`config.mk`:
```
export PLATFORM = sky130hd
export DESIGN_NAME = pds_lane
export DESIGN_NICKNAME = d
export VERILOG_FILES = /design/src/hdl/pll_divider_search_defines.svh /design/src/hdl/pds_pkg.sv /design/src/hdl/pds_lane.sv
export SDC_FILE = /design/constraint.sdc
export NUM_CORES = 2
export LEC_CHECK = 0
export BUFFER_PORTS_ARGS = -buffer_cell sky130_fd_sc_hd__buf_4
export CORE_ASPECT_RATIO = 1.25
export CORE_UTILIZATION = 50
export CTS_CLUSTER_DIAMETER = 30
export CTS_CLUSTER_SIZE = 10
export DETAILED_ROUTE_END_ITERATION = 10
export PLACE_DENSITY = 0.69
export SETUP_SLACK_MARGIN = 0.02
export SLEW_MARGIN = 15
export SYNTH_ARGS = -nofsm -noshare
export SYNTH_HDL_FRONTEND = slang
export SYNTH_SLANG_ARGS = --single-unit
```
`constraint.sdc`:
```
create_clock -name clk -period 13.3 [get_ports clk]
set_input_delay 0.665 -clock clk [delete_from_list [all_inputs] [get_ports clk]]
set_output_delay 0.665 -clock clk [all_outputs]
set_load 0.02 [all_outputs]
```
`src/hdl/pll_divider_search_defines.svh`:
```
// ----------------------------------------------------------------------------
// PLL divider search assertion macros
// Assertion shorthands used by the top RTL file of the divider search.
// ----------------------------------------------------------------------------
`ifndef PLL_DIVIDER_SEARCH_DEFINES_SVH
`define PLL_DIVIDER_SEARCH_DEFINES_SVH

`ifndef SYNTHESIS
`define PDS_ASSERT_IMPLY(label, clk, rst, ante, cons) \
  label: assert property (@(posedge clk) disable iff (rst) (ante) |-> (cons)) \
    else $error("pll divider search: implication check failed");
`define PDS_ASSERT_DELAY(label, clk, rst, ante, lat, cons) \
  label: assert property (@(posedge clk) disable iff (rst) (ante) |-> ##(lat) (cons)) \
    else $error("pll divider search: latency check failed");
`else
`define PDS_ASSERT_IMPLY(label, clk, rst, ante, cons)
`define PDS_ASSERT_DELAY(label, clk, rst, ante, lat, cons)
`endif

`endif

```
`src/hdl/pds_pkg.sv`:
```
// ----------------------------------------------------------------------------
// PLL divider search package
// Fixed field widths, limits and configuration register indexes.
// ----------------------------------------------------------------------------
`default_nettype none

package pds_pkg;

  localparam int TARGET_W = 20;
  localparam int FB_W     = 8;
  localparam int REF_W    = 2;
  localparam int POST_W   = 3;
  localparam int ACT_W    = 23;
  localparam logic [ACT_W-1:0] ACT_LIMIT = 23'h7FFFFF;

  localparam int CFG_IDX_W = 1;
  localparam logic [CFG_IDX_W-1:0] CFG_FEEDBACK_MIN = 1'b0;
  localparam logic [CFG_IDX_W-1:0] CFG_FEEDBACK_MAX = 1'b1;

endpackage

`default_nettype wire

```
`src/hdl/pds_lane.sv`:
```
// ----------------------------------------------------------------------------
// PLL divider search candidate lane
// Six-stage pipeline for one fixed divider: feedback value, range check,
// distance to the target and rounded output frequency.
// ----------------------------------------------------------------------------
`default_nettype none

module pds_lane #(
  parameter int REF_CLOCK_KHZ = 25000,
  parameter int DIV = 84,
  parameter int TW = 20,
  parameter int XW = 31,
  parameter int QW = 17,
  parameter int NW = 15
) (
  input  logic                       clk,
  input  logic [TW-1:0]              target,
  input  logic [pds_pkg::FB_W-1:0]   fb_min,
  input  logic [pds_pkg::FB_W-1:0]   fb_max,
  output logic                       ok,
  output logic [NW-1:0]              num,
  output logic [pds_pkg::FB_W-1:0]   fb,
  output logic [pds_pkg::ACT_W-1:0]  act
);

  localparam int FBW = pds_pkg::FB_W;
  localparam int ACTW = pds_pkg::ACT_W;
  localparam longint R = REF_CLOCK_KHZ;
  localparam int TDW = TW + $clog2(DIV + 1);
  localparam longint M = (64'd1 << XW) / (2 * R);
  localparam int MW = $clog2(M + 1);
  localparam int RFW = $clog2(R * 255 + 1);
  localparam int EW = (TDW > RFW) ? TDW : RFW;
  localparam longint YMAX = 2 * R * 255 + DIV;
  localparam int YW = $clog2(YMAX + 1);
  localparam longint MY = (64'd1 << YW) / (2 * DIV);
  localparam int MYW = $clog2(MY + 1);
  localparam int AW = $clog2(YMAX / (2 * DIV) + 2);
  localparam int SW = (AW > ACTW) ? AW : ACTW;

  logic [TDW-1:0]     td_c;
  logic [XW-1:0]      x_c;
  logic [TDW-1:0]     s1_td;
  logic [XW-1:0]      s1_x;
  logic               s1_nz;
  logic [XW+MW-1:0]   s2_px;
  logic [XW-1:0]      s2_x;
  logic [TDW-1:0]     s2_td;
  logic               s2_nz;
  logic [QW-1:0]      qe;
  logic [XW-1:0]      rem;
  logic [QW-1:0]      fbq;
  logic               ok_c;
  logic [FBW-1:0]     s3_fb;
  logic               s3_ok;
  logic [TDW-1:0]     s3_td;
  logic [EW-1:0]      rf;
  logic [EW-1:0]      tdx;
  logic [EW-1:0]      dif;
  logic [YW-1:0]      y_c;
  logic [NW-1:0]      s4_num;
  logic [YW-1:0]      s4_y;
  logic [FBW-1:0]     s4_fb;
  logic               s4_ok;
  logic [YW+MYW-1:0]  s5_py;
  logic [YW-1:0]      s5_y;
  logic [NW-1:0]      s5_num;
  logic [FBW-1:0]     s5_fb;
  logic               s5_ok;
  logic [AW-1:0]      qa;
  logic [YW-1:0]      ra;
  logic [AW-1:0]      aq;
  logic [SW-1:0]      aw;
  logic [ACTW-1:0]    act_c;

  assign td_c = TDW'(target) * TDW'(DIV);
  assign x_c  = XW'({td_c, 1'b0}) + XW'(R);

  assign qe   = QW'(s2_px >> XW);
  assign rem  = s2_x - XW'(qe) * XW'(2 * R);
  assign fbq  = (rem >= XW'(2 * R)) ? qe + QW'(1) : qe;
  assign ok_c = s2_nz && (fbq >= QW'(fb_min)) && (fbq <= QW'(fb_max));

  assign rf  = EW'(R) * EW'(s3_fb);
  assign tdx = EW'(s3_td);
  assign dif = (tdx > rf) ? tdx - rf : rf - tdx;
  assign y_c = YW'(2 * R) * YW'(s3_fb) + YW'(DIV);

  assign qa    = AW'(s5_py >> YW);
  assign ra    = s5_y - YW'(qa) * YW'(2 * DIV);
  assign aq    = (ra >= YW'(2 * DIV)) ? qa + AW'(1) : qa;
  assign aw    = SW'(aq);
  assign act_c = (aw > SW'(pds_pkg::ACT_LIMIT)) ? pds_pkg::ACT_LIMIT : ACTW'(aw);

  always_ff @(posedge clk) begin
    s1_td  <= td_c;
    s1_x   <= x_c;
    s1_nz  <= |target;
    s2_px  <= (XW + MW)'(s1_x) * (XW + MW)'(M);
    s2_x   <= s1_x;
    s2_td  <= s1_td;
    s2_nz  <= s1_nz;
    s3_fb  <= fbq[FBW-1:0];
    s3_ok  <= ok_c;
    s3_td  <= s2_td;
    s4_num <= NW'(dif);
    s4_y   <= y_c;
    s4_fb  <= s3_fb;
    s4_ok  <= s3_ok;
    s5_py  <= (YW + MYW)'(s4_y) * (YW + MYW)'(MY);
    s5_y   <= s4_y;
    s5_num <= s4_num;
    s5_fb  <= s4_fb;
    s5_ok  <= s4_ok;
    ok     <= s5_ok;
    num    <= s5_num;
    fb     <= s5_fb;
    act    <= act_c;
  end

endmodule

`default_nettype wire

```
# == After elaboration in Yosys (flattened, before gate mapping) ==
# Index checks and enable logic that the tools add are counted.
# W data, S select, Z words.
# classes
reduce_logical,3
order_cmp,6
muxes,4
n_addsub,8
mul,7
# ops
operator,n
$mul A29 B16 Y45 const B,1
$mul A12 B8 Y20 const A,2
$mul A24 B14 Y38 const B,1
$mux W17,2
$ge A31 B16 Y1 const B,1
$sub A29 B31 Y31,1
$sub A15 B15 Y15,2
$add A28 B15 Y29 const B,1
$gt A27 B23 Y1,1
$mul A16 B12 Y27 const B,1
$mul A20 B5 Y25 const B,1
$add A24 B7 Y24 const B,1
$ge A24 B8 Y1 const B,1
$sub A24 B24 Y24,1
$gt A17 B23 Y1 const B,1
$mux W23,1
$mul A17 B5 Y21 const B,1
$reduce_or A20 Y1,1
$add A16 B1 Y17 const B,1
$add A17 B1 Y17 const B,1
$ge A17 B8 Y1,1
$le A17 B8 Y1,1
$mux W15,1
$logic_and A1 B1 Y1,2
# totals
word_cells,52
inputBits,37
register_bits,372
out_inout_bits,47

# == Logic depth before layout (Yosys ltp) ==
# logic_depth
ltp_word,7
mapped_depth,43
mapped_depth_nobuf,43

# == Worst setup path after synthesis ==
# OpenSTA, ideal clock, no wires.
# synth_timing
path_kind,register -> register
start,reg s2_px[35]
end,reg s3_ok
setup_time_ps,103
arrival_ps,9218
setup_slack_ps,3979
synth_period_minus_slack_ps,9321
required_time_ps,13197
path_stages_with_launch,43
path_buffers,0
path_cell_list,dfxtp_1 ha_1 ha_1 inv_1 fa_1 inv_1 fa_1 inv_1 fa_1 inv_1 ha_1 nand2_1 or2_2 o2111ai_2 a2111oi_2 o41ai_2 a21oi_1 o21bai_1 (+7 left out) o221ai_1 nor4_1 nand4_1 a2111oi_4 mux2_2 ha_1 nor2b_1 o21a_1 o21a_1 o21a_1 o21a_1 o21a_1 o21ai_0 and3b_1 o21ai_0 nand4b_1 or4_1 a222oi_1
# synth_via
elab_chain_cells,7
elab_cells_between_ends,9
cone_classes,add/sub: 2; mul: 1; order compare: 3; mux: 1; reduce/logical: 2
# synth_lines
item,line,text
from (decl),pds_lane.sv:46,logic [XW+MW-1:0] s2_px;
from (signal assigned),pds_lane.sv:99,s2_px <= (XW + MW)'(s1_x) * (XW + MW)'(M);
$mul A16 B12 Y27 *,pds_lane.sv:80,assign rem = s2_x - XW'(qe) * XW'(2 * R);
$sub A29 B31 Y31 *,pds_lane.sv:80,
$ge A31 B16 Y1 *,pds_lane.sv:81,assign fbq = (rem >= XW'(2 * R)) ? qe + QW'(1) : qe;
$mux W17 *,pds_lane.sv:81,
via fbq[1],pds_lane.sv:52,logic [QW-1:0] fbq;
$ge A17 B8 Y1,pds_lane.sv:82,assign ok_c = s2_nz && (fbq >= QW'(fb_min)) && (fbq <= QW'(fb_max));
$logic_and A1 B1 Y1,pds_lane.sv:82,
$logic_and A1 B1 Y1 *,pds_lane.sv:82,
via ok_c,pds_lane.sv:53,logic ok_c;
to (signal assigned),pds_lane.sv:104,s3_ok <= ok_c;
to (decl),pds_lane.sv:55,logic s3_ok;
# Mark *: on every way through the listed nets, which the timed path passes. The rest lies on a longest branch.
# A chain may end at the register's enable or synchronous reset.

# == Worst setup path after layout ==
# layout_timing
start,reg s2_px[34]
end,reg s3_ok
# Same word-level chain as after synthesis.

==> key figures <==
Clock network
  – CTS-repair resized insts: 0
  – Clock root buffer: clkbuf_16
  – TritonCTS clock tree: yes
  – Clock transition at the registers of the reported paths: roughly 0.05 ns
  – Max Root-Sink Buffers: 3
  – TritonCTS Buffers: 54
  – Clk_lat worst skew: 0.59 ns
  – Postcts setup bufs: 0
  – H-tree depth: 2
  – CTS sink count: 291
  – Hold Buf Count CTS: 0

Synthesis
  – Library cells used by synthesis: 80
  – Seq/Total Area, Yosys: 0.1925
  – Flops & latches, synth: 291
  – Ranking of synthesized cells by area: ha_1, dfxtp_1, fa_1
  – Syn Inst Count: ~3,100
  – Dominant cell type by area after synthesis: ha_1
  – Avg Cell Area, Syn: 9.634 um^2
  – Top cells by count, synth: inv_1, ha_1, dfxtp_1
  – Ys async rst share: 0
  – Yosys warning total: 0
  – Yosys top cell area share: 0.2787
  – Post-synth EDFFs: 0
  – Count leader, synth: inv_1
  – Mapped cell area: 30,260 um^2
  – Prevailing post-synth register cell: dfxtp_1

Finish
  – Reg area: 5826 um^2
  – Final Net Count: 4,254
  – Multi-input gate area: 21,770 um^2
  – Area delta synth->final: 10.70%
  – Fill count: 5,215
  – Layout cells sized above 1: 0.06136

Hold path
  – Min-Delay Path Class: input pin to flip-flop

Setup path
  – CP Max Fanout: 7
  – WP data required: 13.77 ns
  – Worst setup EP type: flip-flop
  – Worst Path Arrival: 10.83 ns
  – Most frequent CP cell: ha_1
  – Critical path class: flip-flop to flip-flop
  – Startpoint Class: flip-flop
  – Critical path's slowest cell: a2111oi_4
  – Max incr delay on CP: 0.68 ns

Global routing
  – Vias in the first global route: between 20,000 and 25,000
  – GRT Residual Overflow: 0
  – Initial antenna violation count: 2
  – Largest net degree at the start of global routing: 16
  – First-pass GRT wire length: between 100 and 150 mm
  – All-Layer GR Usage: 0.2181

Routing
  – DR vias: approximately 21,000
  – Wire per inst: 15.92 um
  – Drt drc: 0
  – Post-Route WL: between 60 and 70 mm
  – Vias per cell: 5.219
  – Antenna-violating nets left: 0
  – TritonRoute pass-1 iters: 5
  – Initial DRC count: about 800

STA
  – Setup_tns: 0 ns
  – Crit path time final: approximately 10 ns
  – Slew margin rel.: 0.3533
  – Ratio of final minimum period to clock period: 0.7790
  – RSZ-0062 raised after global routing: no
  – Peak Freq: 96.52 MHz
  – Final setup vio count: 0
  – Final Hold Fails: 0
  – Final Max Slew Viols: 0
  – Final setup skew: 0.01979 ns
  – Actual slew at the worst max-slew pin: 0.9456 ns

Place
  – IO Port Bufs: 75
  – DP HPWL: 54.39 mm
  – Gp weighted congestion: between 0.9 and 1

Die
  – Chip width: 222.0 um
  – DIE HEIGHT: around 280 um
  – Row cnt: 100
  – Die area: about 62,000 um^2
  – Core area: 59,680 um^2
  – Initial core utilization: 0.5070
  – IO Count: 84

Status
  – Status: complete, no violations

Run
  – Max_cap viols: 0
-- sequential cells by signal, summed over array words and instances (netlist names), 13 cells and up --
| register | count |
|---|---|
| s2_x | 24 |
| s5_y | 19 |
| s4_num | 13 |
| s4_y | 20 |
| act | 17 |
| s5_num | 13 |
| s2_px | 15 |
| s1_td | 25 |
| num | 13 |
| s1_x | 26 |
| s5_py | 18 |
| s3_td | 25 |
| s2_td | 25 |
-- stage by stage --
step	cell area, um^2	worst slack [ns]	cells	hold WS (ns)	utilization
detailed placement	31700	3.014	3964	0.3121	0.5311
finish	33500	2.940	4060	0.2414	0.5613
global route	33500	2.264	4060	0.2232	0.5613
CTS	33490	2.955	4057	0.2089	0.5612
global placement	31700	3.118	3964	0.3106	0.5311
floorplan	30290	3.979	3148	0.3096	-
-- worst max-delay path, delay by kind of cell, from the launching register on --
| family | cells | cell delay [ns] |
|---|---|---|
| AOI/OAI and AO/OA | 19 | 4.12 |
| xor gates and xnor gates | 2 | 0.30 |
| adders and majority gates | 8 | 2.95 |
| buffers and inverters | 2 | 0.10 |
| DFF | 1 | 0.44 |
| muxes | 1 | 0.45 |
| and+or+nand+nor | 9 | 1.90 |
-- cells by family (layout without fill, tap and decap cells) --
| logic type | count (synthesis) | count (layout) | synth area share |
|---|---|---|---|
| AO/OA/AOI/OAI | 503 | 503 | 0.1106 |
| XOR/XNOR | 181 | 181 | 0.05239 |
| adder cells (fa/ha/maj) | 962 | 962 | 0.4692 |
| buffers and inverters | 708 | 852 | 0.08881 |
| flip-flops | 291 | 291 | 0.1925 |
| multiplexers | 22 | 22 | 0.007401 |
| other | 1 | 11 | 0.0001239 |
| AND/OR/NAND/NOR | 473 | 473 | 0.07893 |
-- cell type report --
| type | instances | area share |
|---|---|---|
| clock buffer | 63 | 0.04314 |
| inverter | 681 | 0.07630 |
| antenna | 3 | 0.0002241 |
| timing repair buffer | 78 | 0.01748 |
| clock inverter | 30 | 0.01042 |
| sequential | 291 | 0.1739 |
| tap | 765 | 0.02857 |
| multi-input combinational | 2149 | 0.6500 |
-- path summary, 6_finish.rpt --
path | depth (start not counted) | slack, ns | end | start
worst max register to register | 41 | 2.94 | s3_ok | s2_px[34]
worst max-delay path | 41 | 2.94 | s3_ok | s2_px[34]
worst min-delay path | 1 | 0.24 | s1_td[3] | target[1]
worst min register to register | 0 | 0.31 | ok | s5_ok
-- per-layer routing --
metal	global-route usage	routed length, um	up-vias
met5	0	0	-
met4	0.08173	2294	0
met3	0.02472	1720	124
met2	0.4226	34730	286
met1	0.2400	25890	10130
li1	-	-	10650
-- cell usage in the layout (no fill, tap or decap), types with 54 or more instances in the layout --
master	n
inv_1	681
ha_1	674
dfxtp_1	291
fa_1	288
a21oi_1	149
xnor2_1	119
nor2_1	116
nand2_1	84
o21ai_0	81
buf_4	78
a21o_1	70
xor2_1	62
clkbuf_16	54
Power is not shown: default switching activity piles up to over one toggle a cycle in this logic, so the estimate is an artifact.
